===== config.mk =====
export PLATFORM = sky130hd
export DESIGN_NAME = lesc_front
export DESIGN_NICKNAME = d
export VERILOG_FILES = /design/src/lesc_pkg.sv /design/src/lesc_front.sv
export SDC_FILE = /design/constraint.sdc
export NUM_CORES = 1
export LEC_CHECK = 0
export ABC_AREA = 1
export ABC_CLOCK_PERIOD_IN_PS = 2580
export BUFFER_PORTS_ARGS = -buffer_cell sky130_fd_sc_hd__buf_2
export CELL_PAD_IN_SITES_DETAIL_PLACEMENT = 0
export CELL_PAD_IN_SITES_GLOBAL_PLACEMENT = 1
export CORE_MARGIN = 2
export CORE_UTILIZATION = 21
export DETAILED_ROUTE_END_ITERATION = 16
export PLACE_DENSITY_LB_ADDON = 0.3
export SETUP_SLACK_MARGIN = 0.3
export SYNTH_ARGS = -nofsm -noshare
export SYNTH_HDL_FRONTEND = slang
export SYNTH_SLANG_ARGS = --single-unit

===== constraint.sdc =====
create_clock -name clk -period 2.58 [get_ports clk]
set_input_delay 0 -clock clk [delete_from_list [all_inputs] [get_ports clk]]
set_output_delay 0 -clock clk [all_outputs]
set_load 0.02 [all_outputs]

===== src/lesc_pkg.sv =====
package lesc_pkg;

  localparam int USERS        = 16;
  localparam int FRAME_WINDOW = 16;
  localparam int SLOTS        = USERS * FRAME_WINDOW;
  localparam int IDX_W        = (SLOTS > 1) ? $clog2(SLOTS) : 1;
  localparam int UIDX_W       = (USERS > 1) ? $clog2(USERS) : 1;
  localparam int BYTE_BITS    = 8;
  localparam int ADD_W        = 16;
  localparam int CNT_W        = 32;
  localparam int SPB_W        = 12;
  localparam int CMDQ_DEPTH   = 2;
  localparam int RESQ_DEPTH   = 2;

  localparam logic [2:0] OP_BIT_ERR   = 3'd0;
  localparam logic [2:0] OP_DEC_BITS  = 3'd1;
  localparam logic [2:0] OP_BLK_ERR   = 3'd2;
  localparam logic [2:0] OP_DEC_BLK   = 3'd3;
  localparam logic [2:0] OP_REP_BITS  = 3'd4;
  localparam logic [2:0] OP_REP_SYMS  = 3'd5;
  localparam logic [2:0] OP_REP_TOTAL = 3'd6;

  typedef struct packed {
    logic [2:0]  operation;
    logic [3:0]  user;
    logic [3:0]  win_slot;
    logic [7:0]  sent_byte;
    logic [7:0]  received_byte;
    logic [15:0] amount;
  } in_item_t;

  typedef struct packed {
    logic [31:0] error_count;
    logic [31:0] total_count;
    logic [3:0]  flipped_bits;
  } out_item_t;

  // Classified command handed from front to back
  typedef struct packed {
    logic [2:0]        op;
    logic              user_ok;
    logic              slot_ok;
    logic              blk_err;
    logic [UIDX_W-1:0] uidx;
    logic [IDX_W-1:0]  idx;
    logic [ADD_W-1:0]  addend;
    logic [3:0]        flipped;
  } cmd_t;

  function automatic logic [CNT_W-1:0] sat_add(input logic [CNT_W-1:0] a,
                                                input logic [ADD_W-1:0] b);
    logic [CNT_W:0] s;
    s = {1'b0, a} + {{(CNT_W+1-ADD_W){1'b0}}, b};
    return s[CNT_W] ? {CNT_W{1'b1}} : s[CNT_W-1:0];
  endfunction

endpackage


===== src/lesc_front.sv =====
module lesc_front import lesc_pkg::*; (
  input  logic             clk,
  input  logic             rst_n,
  input  logic             in_push,
  input  in_item_t         in_data,
  output logic             in_full,
  input  logic             cfg_valid,
  output logic             cfg_ready,
  input  logic [SPB_W-1:0] cfg_data,
  output logic             q_push,
  output cmd_t             q_data,
  input  logic             q_full
);

  logic [SPB_W-1:0] spb_r;
  logic [SPB_W-1:0] spb_nxt;

  assign cfg_ready = 1'b1;
  assign spb_nxt   = (cfg_valid && cfg_ready) ? cfg_data : spb_r;

  always_ff @(posedge clk) begin
    if (!rst_n) begin
      spb_r <= '0;
    end else begin
      spb_r <= spb_nxt;
    end
  end

  assign in_full = q_full;
  assign q_push  = in_push && !q_full;

  always_comb begin
    logic [7:0]  diff;
    logic [3:0]  ones;
    logic [31:0] idx_full;
    diff = in_data.sent_byte ^ in_data.received_byte;
    ones = '0;
    for (int i = 0; i < BYTE_BITS; i++) begin
      ones = ones + {3'b0, diff[i]};
    end
    idx_full = 32'(int'(in_data.user) * FRAME_WINDOW + int'(in_data.win_slot));

    q_data.op      = in_data.operation;
    q_data.user_ok = int'(in_data.user) < USERS;
    q_data.slot_ok = q_data.user_ok && (int'(in_data.win_slot) < FRAME_WINDOW);
    q_data.blk_err = in_data.amount != '0;
    q_data.uidx    = q_data.user_ok ? UIDX_W'(in_data.user) : '0;
    q_data.idx     = q_data.slot_ok ? idx_full[IDX_W-1:0] : '0;
    q_data.flipped = (in_data.operation == OP_BIT_ERR) ? ones : '0;
    case (in_data.operation)
      OP_BIT_ERR:  q_data.addend = {{(ADD_W-4){1'b0}}, ones};
      OP_DEC_BITS: q_data.addend = in_data.amount;
      OP_BLK_ERR:  q_data.addend = in_data.amount;
      OP_DEC_BLK:  q_data.addend = {{(ADD_W-SPB_W){1'b0}}, spb_r};
      default:     q_data.addend = '0;
    endcase
  end

endmodule


==> metrics <==
failing checks=setup timing; # IOs=approximately 100; Hold EP=q_data[26]; cells along the critical path=buf_6, xor2_2, fa_1, fa_1, inv_2, fa_2, inv_2, ha_4, inv_2, fa_1, inv_1, nand2_2, nand3_4, buf_6; Synth top area share=between 20% and 30%; crit-path max FO=2; Synth area leader=dfxtp_1; Fin. Hold Viols=0; die area=between 6000 and 7000 um2; routed len/inst=10.3 um; Die X=between 70 and 80 um; grt total ovfl=0; routed via count=1263; chip height=slightly below 80 um; Main synth FF type=dfxtp_1; largest net degree at the start of global routing=14; setup violators final=6; crit path launch type=input pin; Final Cell Area=between 1500 and 2000 um2; P_leak=slightly below 1 nW; Tot GR Track Use=11.0%; TritonCTS buffer count=3; WS Path Type=in2out; top cells by area, synth=dfxtp_1, buf_4, nor2_1; Syn Area/Cell=around 6.6 um2; Critical R2R Capture=spb_r[8]; critical path arrival=~2.9 ns; max reg flops=12; FP Rows=27; Vias per Instance=around 4; Final #Nets=around 320; Root Buffer Master=clkbuf_8; post-synthesis register bit count=12; Largest regs=spb_r: 12 flops; core area=between 5000 and 6000 um2; Sinks on Clock Net=12; Slowest cell on crit path=fa_2; R2R Setup Slk=1.96 ns; initial antenna violation count=0; Filler cells=around 610; worst vdd ir=220 uV; status=finished with violations; R2R cell count=2; first-pass GRT wire length=5530 um; n_diodes=0; FF-to-FF Start=spb_r[8]; clk_lat worst skew=0.24 ns; routed wire length=between 3000 and 4000 um; clk buf depth=2; Req. time, crit path=2.58 ns; crit end category=output pin; share of layout cells above drive strength 1=a little under half; setup ws final=-0.283 ns; post-synthesis cell count=176; sequential area share after synthesis=roughly a fifth; PD cells=around 480 nW/um2; Bufs and invs on worst path=6; Top reg by flops=spb_r; Initial Utilization=between 20% and 30%; Fmax=~0.35 GHz; area occupied by multi-input gates=~730 um2; worst min-delay path class=in2out; hold path cells=0; EDFF count, synth=0; final non-filler cell total=between 300 and 400; Final Skew=0 ns; drt pass-1 iters=5; FFs w/ async S/R, synth=0%; initial drt markers=20; Final Cycle Share=111%; Post-DRT Antenna Nets=0; CTS HTree Levels=1; Final min period=roughly 2.9 ns; delay-heaviest family, CP=adder cells; RSZ-0062 raised after global routing=yes; Placement Cell Area=between 1500 and 2000 um2; CTS tree=built; count leader, synth=nor2_1; Max-Cap Viols=0; placed cell count=303; Ys Warns=0; RePlAce Congestion=about 0.67; Area Overhead vs Synth=54.1%; top cells by count, synth=nor2_1, inv_1, nand2_1; PortBufs=between 70 and 80; DR DRC count=0; worst stage delay on the critical path=between 0.5 and 0.6 ns; synthesized area=about 1200 um2; Distinct cells, synth=23; HP Start=in_data[38]; Final Slew Violations=0; Reg area=about 240 um2; Final HPWL DP=roughly 2600 um; vias in the first global route=~1300
## worst reg2reg max path, delay by kind of cell (launching register included)
family | cells | cell delay [ns]
and+or+nand+nor | 1 | 0.06
DFF | 1 | 0.31
AOI/OAI and AO/OA | 1 | 0.14
## layout by cell type, fill, tap and decap left out
cell type      count
nand2_4            1
nand2_1           18
ha_1               2
inv_2              8
fa_1               3
conb_1             3
nor2_4             1
xor2_2             3
nand3_4            1
ha_4               1
dlygate4sd3_1     11
buf_6             10
dfxtp_1           12
fa_2               1
xor2_1             3
nand4_1            4
nand3_2            5
o21ai_2            6
nand2_2            5
nand3_1            4
buf_2             68
nor2_1            36
clkbuf_8           4
xnor2_1            2
buf_4              2
inv_1             21
o21ai_0           14
## final cells by class
| type | count | share of cell area (%) |
|---|---|---|
| clock buffers | 4 | 3.06 |
| well taps | 72 | 5.00 |
| flip-flops and latches | 12 | 13.3 |
| multi-input cells | 113 | 40.4 |
| repair buffers | 91 | 32.1 |
| inverters | 29 | 6.05 |
## power by group
group / internal (mW) / switching, mW
Clock: 0.135 / 0.0707
Sequential: 0.198 / 0.00557
Combinational: 0.216 / 0.239
## per-stage QoR
stage	utilization (%)	worst slack (ns)	hold slack [ns]	power (mW)	TNS, ns
2_1_floorplan	-	-0.0312	0.0798	0.485	-0.0840
3_3_place_gp	27.9	-0.356	0.000137	0.562	-1.37
4_1_cts	33.0	-0.307	0.000137	0.878	-1.55
3_5_place_dp	27.9	-0.348	0.000137	0.558	-1.34
5_1_grt	33.1	-0.393	0.0000660	0.943	-2.11
6_report	33.1	-0.283	0.0000349	0.865	-1.44
## metal layers
metal  global-route usage [%]  up-vias  routed length (um)
li1                         -      655                   -
met2                     19.0       70                1490
met4                     2.81        0                  25
met5                        0        -                   0
met3                     2.30        5                 315
met1                     13.9      533                1480
## worst max-delay path by stage
stage                 from         to  slack, ns  cells past startpoint
6_report       in_data[16]  q_data[5]      -0.28                     14
5_1_grt        in_data[16]  q_data[5]      -0.39                     14
4_1_cts        in_data[16]  q_data[5]      -0.31                     14
3_5_place_dp   in_data[19]  q_data[6]      -0.35                     16
3_3_place_gp   in_data[19]  q_data[5]      -0.36                     14
2_1_floorplan  in_data[19]  q_data[6]      -0.03                     14
## kinds of logic (layout without fill, tap and decap cells)
kind of cell             Yosys count  in the layout  synth area share, %
other                              1              3                0.321
XOR/XNOR                           8              8                 6.00
AO/OA/AOI/OAI                     20             20                 10.5
AND/OR/NAND/NOR                   75             75                 27.9
flip-flops                        12             12                 20.6
buffers and inverters             53            124                 24.6
adder cells (fa/ha/maj)            7              7                 10.1
## repair_timing
item                                    in CTS  in global routing
cloned                                       0                  0
endpoints found under the setup margin       8                  8
setup buffers                                3                  0
hold buffers                                11                  0
gates resized for setup                     28                  1
endpoints found under the hold margin       11                  0
pin swaps                                    5                  1
No activity file was read; power rests on OpenSTA's default activity.
