===== src/lesc_pkg.sv =====
package lesc_pkg;

  localparam int USERS        = 16;
  localparam int FRAME_WINDOW = 16;
  localparam int SLOTS        = USERS * FRAME_WINDOW;
  localparam int IDX_W        = (SLOTS > 1) ? $clog2(SLOTS) : 1;
  localparam int UIDX_W       = (USERS > 1) ? $clog2(USERS) : 1;
  localparam int BYTE_BITS    = 8;
  localparam int ADD_W        = 16;
  localparam int CNT_W        = 32;
  localparam int SPB_W        = 12;
  localparam int CMDQ_DEPTH   = 2;
  localparam int RESQ_DEPTH   = 2;

  localparam logic [2:0] OP_BIT_ERR   = 3'd0;
  localparam logic [2:0] OP_DEC_BITS  = 3'd1;
  localparam logic [2:0] OP_BLK_ERR   = 3'd2;
  localparam logic [2:0] OP_DEC_BLK   = 3'd3;
  localparam logic [2:0] OP_REP_BITS  = 3'd4;
  localparam logic [2:0] OP_REP_SYMS  = 3'd5;
  localparam logic [2:0] OP_REP_TOTAL = 3'd6;

  typedef struct packed {
    logic [2:0]  operation;
    logic [3:0]  user;
    logic [3:0]  win_slot;
    logic [7:0]  sent_byte;
    logic [7:0]  received_byte;
    logic [15:0] amount;
  } in_item_t;

  typedef struct packed {
    logic [31:0] error_count;
    logic [31:0] total_count;
    logic [3:0]  flipped_bits;
  } out_item_t;

  // Classified command handed from front to back
  typedef struct packed {
    logic [2:0]        op;
    logic              user_ok;
    logic              slot_ok;
    logic              blk_err;
    logic [UIDX_W-1:0] uidx;
    logic [IDX_W-1:0]  idx;
    logic [ADD_W-1:0]  addend;
    logic [3:0]        flipped;
  } cmd_t;

  function automatic logic [CNT_W-1:0] sat_add(input logic [CNT_W-1:0] a,
                                                input logic [ADD_W-1:0] b);
    logic [CNT_W:0] s;
    s = {1'b0, a} + {{(CNT_W+1-ADD_W){1'b0}}, b};
    return s[CNT_W] ? {CNT_W{1'b1}} : s[CNT_W-1:0];
  endfunction

endpackage


===== src/lesc_cmd_fifo.sv =====
module lesc_cmd_fifo import lesc_pkg::*; (
  input  logic clk,
  input  logic rst_n,
  input  logic push,
  input  cmd_t push_data,
  output logic full,
  input  logic pop,
  output cmd_t pop_data,
  output logic empty
);

  localparam int PTR_W = (CMDQ_DEPTH > 1) ? $clog2(CMDQ_DEPTH) : 1;
  localparam int CNT_W_Q = $clog2(CMDQ_DEPTH + 1);

  cmd_t               mem_r [CMDQ_DEPTH];
  logic [PTR_W-1:0]   wr_ptr_r, wr_ptr_nxt;
  logic [PTR_W-1:0]   rd_ptr_r, rd_ptr_nxt;
  logic [CNT_W_Q-1:0] cnt_r, cnt_nxt;
  logic               do_push, do_pop;

  assign full     = cnt_r == CNT_W_Q'(CMDQ_DEPTH);
  assign empty    = cnt_r == '0;
  assign do_push  = push && !full;
  assign do_pop   = pop && !empty;
  assign pop_data = mem_r[rd_ptr_r];

  always_comb begin
    wr_ptr_nxt = wr_ptr_r;
    rd_ptr_nxt = rd_ptr_r;
    cnt_nxt    = cnt_r;
    if (do_push) begin
      wr_ptr_nxt = (wr_ptr_r == PTR_W'(CMDQ_DEPTH - 1)) ? '0 : wr_ptr_r + 1'b1;
    end
    if (do_pop) begin
      rd_ptr_nxt = (rd_ptr_r == PTR_W'(CMDQ_DEPTH - 1)) ? '0 : rd_ptr_r + 1'b1;
    end
    if (do_push && !do_pop) begin
      cnt_nxt = cnt_r + 1'b1;
    end else if (do_pop && !do_push) begin
      cnt_nxt = cnt_r - 1'b1;
    end
  end

  always_ff @(posedge clk) begin
    if (!rst_n) begin
      wr_ptr_r <= '0;
      rd_ptr_r <= '0;
      cnt_r    <= '0;
    end else begin
      wr_ptr_r <= wr_ptr_nxt;
      rd_ptr_r <= rd_ptr_nxt;
      cnt_r    <= cnt_nxt;
    end
  end

  always_ff @(posedge clk) begin
    if (do_push) begin
      mem_r[wr_ptr_r] <= push_data;
    end
  end

endmodule


===== config.mk =====
export PLATFORM = sky130hd
export DESIGN_NAME = lesc_cmd_fifo
export DESIGN_NICKNAME = d
export VERILOG_FILES = /design/src/lesc_pkg.sv /design/src/lesc_cmd_fifo.sv
export SDC_FILE = /design/constraint.sdc
export NUM_CORES = 1
export LEC_CHECK = 0
export BUFFER_PORTS_ARGS = -buffer_cell sky130_fd_sc_hd__buf_2
export CAP_MARGIN = 40
export CORE_MARGIN = 4
export CORE_UTILIZATION = 35
export CTS_BUF_LIST = sky130_fd_sc_hd__clkbuf_4 sky130_fd_sc_hd__clkbuf_8
export CTS_CLUSTER_DIAMETER = 150
export DETAILED_ROUTE_END_ITERATION = 10
export GPL_ROUTABILITY_DRIVEN = 0
export PLACE_DENSITY = 0.63
export SLEW_MARGIN = 10
export SYNTH_ARGS = -nofsm -noshare
export SYNTH_HDL_FRONTEND = slang
export SYNTH_SLANG_ARGS = --single-unit

===== constraint.sdc =====
create_clock -name clk -period 2.9 [get_ports clk]
set_input_delay 0 -clock clk [delete_from_list [all_inputs] [get_ports clk]]
set_output_delay 0 -clock clk [all_outputs]
set_load 0.01 [all_outputs]

==> flow_summary_export.csv <==
group,metric,value,unit
floorplan,initial_utilization,36.0,%
sta,max_freq,547,MHz
synthesis,syn-num-nets,186,
run_status,status,"complete, no violations",
route,avgRoutedWirePerCell,14.4,um
synthesis,ys_types,21,
setup_path,r2r_setup_slack,1.07,ns
layout,final_nets,317,
sta,finalSetupViolations,0,
setup_path,slowest_delay,0.65,ns
power_and_ir_drop,ir_worst_vdd,0.342,mV
cts,worstSkewPairLatency,0.34,ns
cts,clock-root-buffer,"clkbuf_8",
route,first_iter_violations,63,
sta,fin_crit,1.83,ns
layout,area_growth,39.7,%
cts,clockBufferDepth,2,
floorplan,die_h,100,um
power_and_ir_drop,total_power,3270,uW
sta,hold_viol,0,
min_path,min_path_type,"in2reg",
layout,final_cell_mix,"buf_2, edfxtp_1, dlygate4sd3_1",
placed_design,portBuffers,81,
placed_design,hpwlAfterDp,3530,um
route,wl,5520,um
layout,fin_area,4150,um2
global_routing,grt_pass1_wl,9000,um
route,first_pass_iters,4,
floorplan,coreArea,8260,um2
floorplan,io_pins,82,
cts,clk_pin_slew,0.07,ns
setup_path,critPathMaxFanout,27,
cts,cts_max_level,3,
setup_path,crit_buf_inv,1,
floorplan,rows,33,
global_routing,grt_pass1_vias,1878,
min_path,hold_path_startpoint,"push",
setup_path,arrival,1.87,ns
synthesis,syn_inst,143,
route,antenna_left,0,
setup_path,startpoint_type,"flop",
setup_path,cp_slowest_cell,"and3_2",
cts,cts_sinks,81,
sta,final.setup.tns,0,ns
setup_path,endpoint_kind,"flop",
flow_run,drv_cap,0,
power_and_ir_drop,p_per_area,787,nW/um2
sta,period_share,63.1,%
synthesis,synth_seq_cells,81,
synthesis,netlist_area,2970,um2
setup_path,crit_start,"cnt_r[0]",
sta,rsz0062_at_grt,"no",
min_path,hold_end,"wr_ptr_r",
setup_path,worstPathCellList,"nand2b_1 > and3_2 > buf_4",
cts,tritoncts,"yes",
setup_path,critical_path.top_delay_family,"simple AND/OR/NAND/NOR gates",
setup_path,r2r-start,"cnt_r[0]",
setup_path,r2r_end,"mem_r[1][13]",
placed_design,dpl_cell_area,3550,um2
synthesis,ys_warn_count,0,
setup_path,r2r_cells,3,
route,vias,1708,
global_routing,grt_start_max_net_pins,29,
cts,cts_buffers,9,
sta,tightest_slew,0.680,ns
min_path,hold_path_depth,3,
sta,skew,0.00755,ns
layout,final_common_cell,"buf_2",
layout,drive_above_1_share,50.5,%
sta,maxSlewHeadroom,54.7,%
route,via_per_inst,4.45,
setup_path,crit_type,"reg2reg",
setup_path,cp_data_required_time,2.94,ns
global_routing,grt_util_all_layers,12.0,%
layout,antenna_cells,0,
sta,maxSlewViolCount,0,
floorplan,dieArea,10000,um2
synthesis,syn-mean-instance-area,20.8,um2
global_routing,overflow,0,
synthesis,ys_seq_area_share,80.2,%
route,drc,0,
power_and_ir_drop,leakage,0.00157,uW
global_routing,antenna_found_initial,0,
floorplan,die_w,100,um
-- final cells by class --
class | count | area (um2)
clock inverters | 7 | 85.1
clock buffers | 9 | 124
inverters | 2 | 7.51
repair buffers | 124 | 858
fillers | 712 | 4110
well taps | 105 | 131
flip-flops and latches | 81 | 2380
multi-input cells | 56 | 562
-- worst max-delay path by stage --
stage | end | slack [ns] | depth (start not counted)
finish | mem_r[1][13] | 1.07 | 3
global route | mem_r[1][6] | 0.96 | 3
CTS | mem_r[1][8] | 1.04 | 3
detailed placement | mem_r[1][12] | 1.05 | 3
global placement | mem_r[1][6] | 1.04 | 3
floorplan | mem_r[0][0] | 0.35 | 3
-- cells by family (layout without fill, tap and decap cells) --
| logic type | count (synthesis) | count (layout) | share of synthesized area [%] |
|---|---|---|---|
| DFF | 81 | 81 | 80.2 |
| muxes | 38 | 38 | 14.4 |
| and+or+nand+nor | 9 | 9 | 1.85 |
| buffers and inverters | 6 | 142 | 1.18 |
| AOI/OAI and AO/OA | 5 | 5 | 1.09 |
| xor gates and xnor gates | 3 | 3 | 0.884 |
| adders and majority gates | 1 | 1 | 0.421 |
-- tightest hold or removal path: stages --
cell,delay (ns)
buf_2,0.10
a21boi_0,0.08
o21a_1,0.16
-- cell usage after synthesis (all sizes together) --
cell type  instances  area (um2)
xnor2              2        17.5
buf                4        27.5
and3               1        6.26
inv                2        7.50
mux2              38         428
edfxtp            76        2280
and2               3        18.8
nor2               2        7.51
o21ai              2        10.0
xor2               1        8.76
a21boi             2        15.0
o21a               1        7.51
nor3               1        10.0
nand2b             1        6.26
or3                1        6.26
dfxtp              5         100
ha                 1        12.5
-- metal layers --
layer  global-route usage (%)  vias up  part of all wire [%]
met5                        0        -                     0
met4                     4.97        0                   1.8
met3                     4.17       12                   5.7
met2                     20.8       52                    52
met1                     13.5      824                    40
li1                         -      820                     -
-- metrics by stage --
step	hold WS (ns)	std cells	utilization (%)	setup WS [ns]
global route	0.0250	384	50.3	0.956
global placement	0.190	328	42.7	1.04
floorplan	0.0989	143	-	0.353
finish	0.0468	384	50.3	1.07
detailed placement	0.192	329	43.0	1.05
CTS	0.0210	384	50.3	1.04
-- report_power, final --
part | internal (uW) | total, uW | switching [uW] | leakage [uW]
logic | 453 | 869 | 415 | 0.000714
clock network | 476 | 845 | 370 | 0.000104
registers | 1470 | 1550 | 81.3 | 0.000751
total | 2400 | 3270 | 866 | 0.00157
-- registers in the layout (all words and copies together), names as in the netlist, named ones only --
register and cells:
mem_r 76, cnt_r 2, rd_ptr_r 1, wr_ptr_r 1
-- timing repair --
action / in CTS / in global routing
buffers inserted: 0 / 0
endpoints found under the hold margin: 81 / 0
hold buffers: 39 / 0
resized for setup: 0 / 0
No activity file was read; power rests on OpenSTA's default activity.
