### src/lesc_pkg.sv
package lesc_pkg;

  localparam int USERS        = 16;
  localparam int FRAME_WINDOW = 16;
  localparam int SLOTS        = USERS * FRAME_WINDOW;
  localparam int IDX_W        = (SLOTS > 1) ? $clog2(SLOTS) : 1;
  localparam int UIDX_W       = (USERS > 1) ? $clog2(USERS) : 1;
  localparam int BYTE_BITS    = 8;
  localparam int ADD_W        = 16;
  localparam int CNT_W        = 32;
  localparam int SPB_W        = 12;
  localparam int CMDQ_DEPTH   = 2;
  localparam int RESQ_DEPTH   = 2;

  localparam logic [2:0] OP_BIT_ERR   = 3'd0;
  localparam logic [2:0] OP_DEC_BITS  = 3'd1;
  localparam logic [2:0] OP_BLK_ERR   = 3'd2;
  localparam logic [2:0] OP_DEC_BLK   = 3'd3;
  localparam logic [2:0] OP_REP_BITS  = 3'd4;
  localparam logic [2:0] OP_REP_SYMS  = 3'd5;
  localparam logic [2:0] OP_REP_TOTAL = 3'd6;

  typedef struct packed {
    logic [2:0]  operation;
    logic [3:0]  user;
    logic [3:0]  win_slot;
    logic [7:0]  sent_byte;
    logic [7:0]  received_byte;
    logic [15:0] amount;
  } in_item_t;

  typedef struct packed {
    logic [31:0] error_count;
    logic [31:0] total_count;
    logic [3:0]  flipped_bits;
  } out_item_t;

  // Classified command handed from front to back
  typedef struct packed {
    logic [2:0]        op;
    logic              user_ok;
    logic              slot_ok;
    logic              blk_err;
    logic [UIDX_W-1:0] uidx;
    logic [IDX_W-1:0]  idx;
    logic [ADD_W-1:0]  addend;
    logic [3:0]        flipped;
  } cmd_t;

  function automatic logic [CNT_W-1:0] sat_add(input logic [CNT_W-1:0] a,
                                                input logic [ADD_W-1:0] b);
    logic [CNT_W:0] s;
    s = {1'b0, a} + {{(CNT_W+1-ADD_W){1'b0}}, b};
    return s[CNT_W] ? {CNT_W{1'b1}} : s[CNT_W-1:0];
  endfunction

endpackage

### src/lesc_res_fifo.sv
module lesc_res_fifo import lesc_pkg::*; (
  input  logic      clk,
  input  logic      rst_n,
  input  logic      push,
  input  out_item_t push_data,
  output logic      full,
  input  logic      pop,
  output out_item_t pop_data,
  output logic      empty
);

  localparam int PTR_W = (RESQ_DEPTH > 1) ? $clog2(RESQ_DEPTH) : 1;
  localparam int CNT_W_Q = $clog2(RESQ_DEPTH + 1);

  out_item_t          mem_r [RESQ_DEPTH];
  logic [PTR_W-1:0]   wr_ptr_r, wr_ptr_nxt;
  logic [PTR_W-1:0]   rd_ptr_r, rd_ptr_nxt;
  logic [CNT_W_Q-1:0] cnt_r, cnt_nxt;
  logic               do_push, do_pop;

  assign full     = cnt_r == CNT_W_Q'(RESQ_DEPTH);
  assign empty    = cnt_r == '0;
  assign do_push  = push && !full;
  assign do_pop   = pop && !empty;
  assign pop_data = mem_r[rd_ptr_r];

  always_comb begin
    wr_ptr_nxt = wr_ptr_r;
    rd_ptr_nxt = rd_ptr_r;
    cnt_nxt    = cnt_r;
    if (do_push) begin
      wr_ptr_nxt = (wr_ptr_r == PTR_W'(RESQ_DEPTH - 1)) ? '0 : wr_ptr_r + 1'b1;
    end
    if (do_pop) begin
      rd_ptr_nxt = (rd_ptr_r == PTR_W'(RESQ_DEPTH - 1)) ? '0 : rd_ptr_r + 1'b1;
    end
    if (do_push && !do_pop) begin
      cnt_nxt = cnt_r + 1'b1;
    end else if (do_pop && !do_push) begin
      cnt_nxt = cnt_r - 1'b1;
    end
  end

  always_ff @(posedge clk) begin
    if (!rst_n) begin
      wr_ptr_r <= '0;
      rd_ptr_r <= '0;
      cnt_r    <= '0;
    end else begin
      wr_ptr_r <= wr_ptr_nxt;
      rd_ptr_r <= rd_ptr_nxt;
      cnt_r    <= cnt_nxt;
    end
  end

  always_ff @(posedge clk) begin
    if (do_push) begin
      mem_r[wr_ptr_r] <= push_data;
    end
  end

endmodule

### config.mk
export PLATFORM = sky130hd
export DESIGN_NAME = lesc_res_fifo
export DESIGN_NICKNAME = d
export VERILOG_FILES = /design/src/lesc_pkg.sv /design/src/lesc_res_fifo.sv
export SDC_FILE = /design/constraint.sdc
export NUM_CORES = 1
export LEC_CHECK = 0
export ABC_AREA = 1
export BUFFER_PORTS_ARGS = -buffer_cell sky130_fd_sc_hd__buf_4
export CORE_ASPECT_RATIO = 1.2
export CORE_MARGIN = 10
export CORE_UTILIZATION = 45
export CTS_BUF_LIST = sky130_fd_sc_hd__clkbuf_4 sky130_fd_sc_hd__clkbuf_8 sky130_fd_sc_hd__clkbuf_16
export DETAILED_ROUTE_END_ITERATION = 10
export PLACE_DENSITY = 0.72
export SKIP_CTS_REPAIR_TIMING = 1
export SYNTH_ARGS = -nofsm -noshare
export SYNTH_HDL_FRONTEND = slang
export SYNTH_SLANG_ARGS = --single-unit
export TNS_END_PERCENT = 5
### constraint.sdc
create_clock -name clk -period 3.5 [get_ports clk]
set_input_delay 0.175 -clock clk [delete_from_list [all_inputs] [get_ports clk]]
set_output_delay 0.175 -clock clk [all_outputs]
set_load 0.1 [all_outputs]
==> metrics.yaml, run 1 <==
htreeDepth: 4
avgSynthCellArea_um2: 21.0
endpoint_kind: "output port"
clk_latency_ns: 0.40
cp_slowest_stage_delay_ns: 0.99
cts_buffers: 17
worstHoldPathCells: 3
cp.required_ns: 3.32
post_drt_wl_per_cell_um: 17.7
max-slew-margin-rel_pct: 31.7
hpwl_um: 7210
cpMaxStageDelayCell: "dfxtp_4"
grt_setup_unrepaired: "no"
grt_max_degree: 69
io_buffers: 141
place_ws_ns: 1.42
r2r_end: "mem_r[1][24]"
holdWs_ns: 0.0554
endpoint: "pop_data[45]"
yosysTopAreaCell: "edfxtp_1"
yosysUniqueCellTypes: 15
finalClockSkew_ns: 0.00852
clkTransAtPathRegs_ns: 0.05
grt_use_total_pct: 12.6
nNetsFinal: 547
worst_r2r_startpoint: "cnt_r[0]"
dpl_cell_area_um2: 6470
seqCellArea_um2: 4190
setup_ws_ns: 1.17
fp.dieArea_um2: 16400
fp.dieW_um: 118
reg2reg_slack_ns: 1.46
synth_nets: 323
critPathMaxFanout: 68
antenna_found_initial: 0
max_cap_violations: 0
period_needed_ns: 2.33
multi_input_comb_area_um2: 963
reg2reg_depth: 3
worstSetupPathType: "reg2out"
hp-class: "in2reg"
clock_sinks: 141
fmax_mhz: 429
rows: 43
cts_root_buf: "clkbuf_16"
slew_violations: 0
num_io_pins: 142
ys_top_cells_by_area: "edfxtp_1 78%, mux2_2 10%, mux2_4 5.7%"
ir_drop_v: 0.000528
die_h_um: 138
clk_path_buf_depth: 2
final_area_um2: 7710
period_share_pct: 66.6
num_antenna_cells: 0
vias: 2960
drive_gt1_share_pct: 50.9
tritoncts: "done"
power_leakage_nw: 2.99
outcome: "complete, no violations"
routabilityCongestion: 0.666
dr.pass1.iters: 4
drt_iter0_drc: 210
yosysTopAreaCellShare_pct: 78.0
core_region_area_um2: 11500
worstMarginPinSlew_ns: 1.02
p_per_area_nw_per_um2: 882
area_delta_synth_final_pct: 47.3
crit_path_start_kind: "register"
synth_seq_cells: 141
start_util_pct: 45.7
path_cells: "mux2_2, buf_4"
yosysWarnings: 0
hold_violations: 0
viasPerCell: 4.60
grt_pass1_wl_um: 16000
ys_seq_area_share_pct: 79.9
overflow: 0
routed_wl_um: 11400
ant_nets: 0
final-setup-viol-count: 0
arrival_ns: 2.16
grt_pass1_vias: 2994
nFillCells: 788
syn-instance-count: 250
syn_area_um2: 5240
drc: 0
==> cells in the final DEF, fill, tap and decap left out, types with 2 or more instances in the layout <==
cell,synthesis,layout
dfxtp_1,5,4
nor2_1,11,9
clkbuf_8,0,2
buf_4,0,145
dlygate4sd3_1,0,68
clkbuf_16,0,17
nor2_4,0,2
edfxtp_1,136,136
mux2_4,20,20
clkinv_2,0,4
mux2_2,48,48
clkbuf_4,0,6
inv_1,9,9
nand2_1,6,6
o21ai_0,3,3
==> layer usage <==
metal	wire length [um]	share of wire [%]	global-route usage [%]
met1	4640	41	14.6
met2	5870	52	20.2
met3	776	6.8	5.25
met4	104	0.91	5.22
met5	0	0	0
==> sequential cells by signal, summed over array words and instances, names as in the netlist, named ones only <==
| name | count |
|---|---|
| mem_r | 136 |
| rd_ptr_r | 1 |
| wr_ptr_r | 1 |
| cnt_r | 2 |
==> cell type report <==
class,instances,share of cell area [%]
flip-flops and latches,141,54.3
inverters,9,0.438
well taps,157,2.55
repair buffers,213,22.9
clock buffers,25,6.45
clock inverters,7,0.860
multi-input cells,92,12.5
==> per-stage QoR <==
step	utilization (%)	cells	power (mW)	TNS [ns]
CTS	61.4	576	6.80	0
global route	67.3	644	7.05	0
finish	67.3	644	6.80	0
global placement	56.5	544	5.10	0
floorplan	-	250	4.59	-51.28
detailed placement	56.5	544	5.14	0
==> worst min path at each step <==
stage / slack [ns] / end / startpoint
floorplan: 0.27 / mem_r[0][0] / push_data[0]
global placement: 0.36 / mem_r[0][8] / push_data[8]
detailed placement: 0.36 / mem_r[1][20] / push_data[20]
CTS: -0.06 / mem_r[1][20] / push_data[20]
global route: 0.05 / cnt_r[1] / rst_n
finish: 0.06 / register / rst_n
==> worst max-delay path: cells and delay by family (launching register included) <==
family,cells,cell delay [ns]
multiplexers,1,0.46
buffers and inverters,1,0.24
flip-flops,1,0.99
==> report_power, final <==
part	leakage [nW]	total (mW)	switching, mW	internal [mW]
Combinational	1.39	2.85	2.15	0.703
Sequential	1.31	2.29	0.152	2.14
Clock	0.286	1.67	0.608	1.06
Total	2.99	6.80	2.91	3.90
==> Yosys cell counts <==
cell type / instances
a21oi_1: 1
buf_2: 4
buf_6: 2
buf_8: 2
dfxtp_1: 5
edfxtp_1: 136
ha_1: 1
inv_1: 9
mux2_2: 48
mux2_4: 20
nand2_1: 6
nand3_1: 1
nand4_1: 1
nor2_1: 11
o21ai_0: 3
==> cells by family (layout without fill, tap and decap cells) <==
| group | after synthesis | in the layout | synth area share (%) |
|---|---|---|---|
| flops | 141 | 141 | 79.9 |
| mux | 68 | 68 | 16.0 |
| simple gates | 19 | 19 | 1.43 |
| buf+inv | 17 | 254 | 2.03 |
| compound gates | 4 | 4 | 0.382 |
| fa+ha+maj | 1 | 1 | 0.239 |
Power figures use the tool's default switching activity.
==> run 2: changes to the inputs <==
- PLACE_DENSITY: 0.72 -> 0.69
- clock period: 3.5 -> 2.3 ns (I/O delays scaled with it)
==> metrics.yaml, run 2 (synthesized netlist as in run 1, its figures left out) <==
final-setup-viol-count: 0  # unchanged
p_clk_share_pct: 23.8  # -0.7 points
antenna_found_initial: 0  # unchanged
cts_root_buf: "clkbuf_16"
vias: 2995  # +1.2%
tritoncts: "done"
power.internal_mw: 5.86  # +50%
ant_nets: 0  # unchanged
drt_iter0_drc: 112  # -47%
critPathMaxFanout: 68  # unchanged
routabilityCongestion: 0.696  # +4.5%
p_switching_mw: 4.45  # +53%
nFillCells: 791  # +0.38%
endpoint_kind: "output port"
layout_common_cells: "143 x buf_4, 136 x edfxtp_1, 69 x dlygate4sd3_1"
grt_pass1_vias: 3003  # +0.30%
top_register: "mem_r"
cp_slowest_stage_delay_ns: 0.40  # -0.59 ns
final_core_util_pct: 67.6  # +0.31 points
clkTransAtPathRegs_ns: 0.05  # about the same
grt_use_total_pct: 12.1  # -0.49 points
max_cap_violations: 0  # unchanged
area_delta_synth_final_pct: 47.9
die_h_um: 138  # unchanged
path_buf_inv: 2  # +1
ir_drop_v: 0.000737  # +40%
slew_violations: 0  # unchanged
dr.pass1.iters: 4  # unchanged
worstMarginPinSlew_ns: 0.464  # -0.561 ns
viasPerCell: 4.64  # +0.87%
wl_met1_um: 4400  # -5.1%
clk_path_buf_depth: 2  # unchanged
wl_met3_um: 680  # -12%
cp.required_ns: 2.18  # -1.14 ns
sequentialPowerShare_pct: 32.4  # -1.3 points
nNetsFinal: 549  # +0.37%
period_share_pct: 82.6
num_io_pins: 142  # unchanged
power_leakage_nw: 2.99  # about the same
tns_ns: 0  # unchanged
mostFrequentLayoutCell: "buf_4"
met2_length_um: 5700  # -2.9%
core_region_area_um2: 11500  # unchanged
largest_register_ffs: 136  # unchanged
fp.dieW_um: 118  # unchanged
drive_gt1_share_pct: 50.1  # -0.82 points
path_cells: "buf_12, mux2_2, buf_4"
drc: 0  # unchanged
finalClockSkew_ns: 0.00990  # +0.00138 ns
worstSetupPathType: "reg2out"
htreeDepth: 4  # unchanged
pwr-share-comb_pct: 43.7  # +1.8 points
start_util_pct: 45.7  # unchanged
clk_latency_ns: 0.40  # about the same
fmax_mhz: 526
power_switching_share_pct: 43.1  # +0.43 points
crit_path_start_kind: "register"
p_per_area_nw_per_um2: 1330  # +51%
fp.dieArea_um2: 16400  # unchanged
hp-class: "in2reg"
num_antenna_cells: 0  # unchanged
cpLargestDelayFamily: "buffers and inverters"
rows: 43  # unchanged
period_needed_ns: 1.90
routed_wl_um: 10900  # -4.6%
overflow: 0  # unchanged
post_drt_wl_per_cell_um: 16.8  # -4.9%
hold_violations: 0  # unchanged
max-slew-margin-rel_pct: 69.1  # +37 points
clock_sinks: 141  # unchanged
grt_pass1_wl_um: 15500  # -2.9%
io_buffers: 141  # unchanged
arrival_ns: 1.79  # -0.37 ns
top_layer: "met4"
grt_setup_unrepaired: "no"
cts_buffers: 17  # unchanged
grt_max_degree: 69  # unchanged
cpMaxStageDelayCell: "mux2_2"
top_regs: "mem_r: 136 flops, cnt_r: 2 flops"
outcome: "complete, no violations"
hpwl_um: 6800  # -5.6%
-- run 2: changes by cell type in the layout (fill, tap and decap cells not counted), moves of 2 or more --
cell and delta:
clkinv_1 +4, clkbuf_8 -2, inv_6 +2, clkbuf_4 -3, buf_12 +3, clkinv_2 -2
buf_4 -2
-- run 2: cell type report --
cell class / count / area (um2) / share of cell area [%]
flip-flops and latches: 141 / 4190 / 54.0
repair buffers: 215 / 1820 / 23.5
multi-input cells: 92 / 963 / 12.4
clock buffers: 20 / 448 / 5.78
well taps: 157 / 196 / 2.53
clock inverters: 12 / 96.3 / 1.24
inverters: 9 / 33.8 / 0.436
-- run 2: power by group through the flow --
stage | registers (mW) | logic (mW) | clock network [mW]
2_1_floorplan | 3.38 | 3.59 | 0
3_3_place_gp | 3.38 | 4.42 | 0
3_5_place_dp | 3.40 | 4.44 | 0
4_1_cts | 3.35 | 4.45 | 2.52
5_1_grt | 3.38 | 4.66 | 2.62
6_report | 3.34 | 4.51 | 2.46
-- run 2: final timing paths --
check | start | endpoint | slack, ns | depth (start not counted)
max | register | pop_data[53] | 0.40 | 3
min | pop | register | 0.16 | 5
max reg2reg | cnt_r[1] | cnt_r[1] | 0.73 | 10
min reg2reg | rd_ptr_r | rd_ptr_r | 0.51 | 2
-- run 2: through the flow --
stage	area, um2	power, mW	worst slack [ns]	std cells	hold slack (ns)
floorplan	5240	6.97	-0.478	250	0.214
global placement	6520	7.79	0.824	545	0.300
detailed placement	6520	7.84	0.745	545	0.303
CTS	7060	10.3	0.390	577	-0.123
global route	7750	10.7	0.351	646	0.171
finish	7750	10.3	0.399	646	0.158
-- run 2: routing by layer --
layer  up-vias  track usage, %
li1       1418               -
met1      1467            12.7
met2       101            20.7
met3         9            5.46
met4         0            4.96
met5         -               0
-- run 2: worst reg2reg max path, delay by kind of cell, from the launching register on --
family / cells / cell delay, ns
compound gates: 1 / 0.15
buf+inv: 5 / 0.44
flops: 1 / 0.36
fa+ha+maj: 1 / 0.32
simple gates: 3 / 0.22
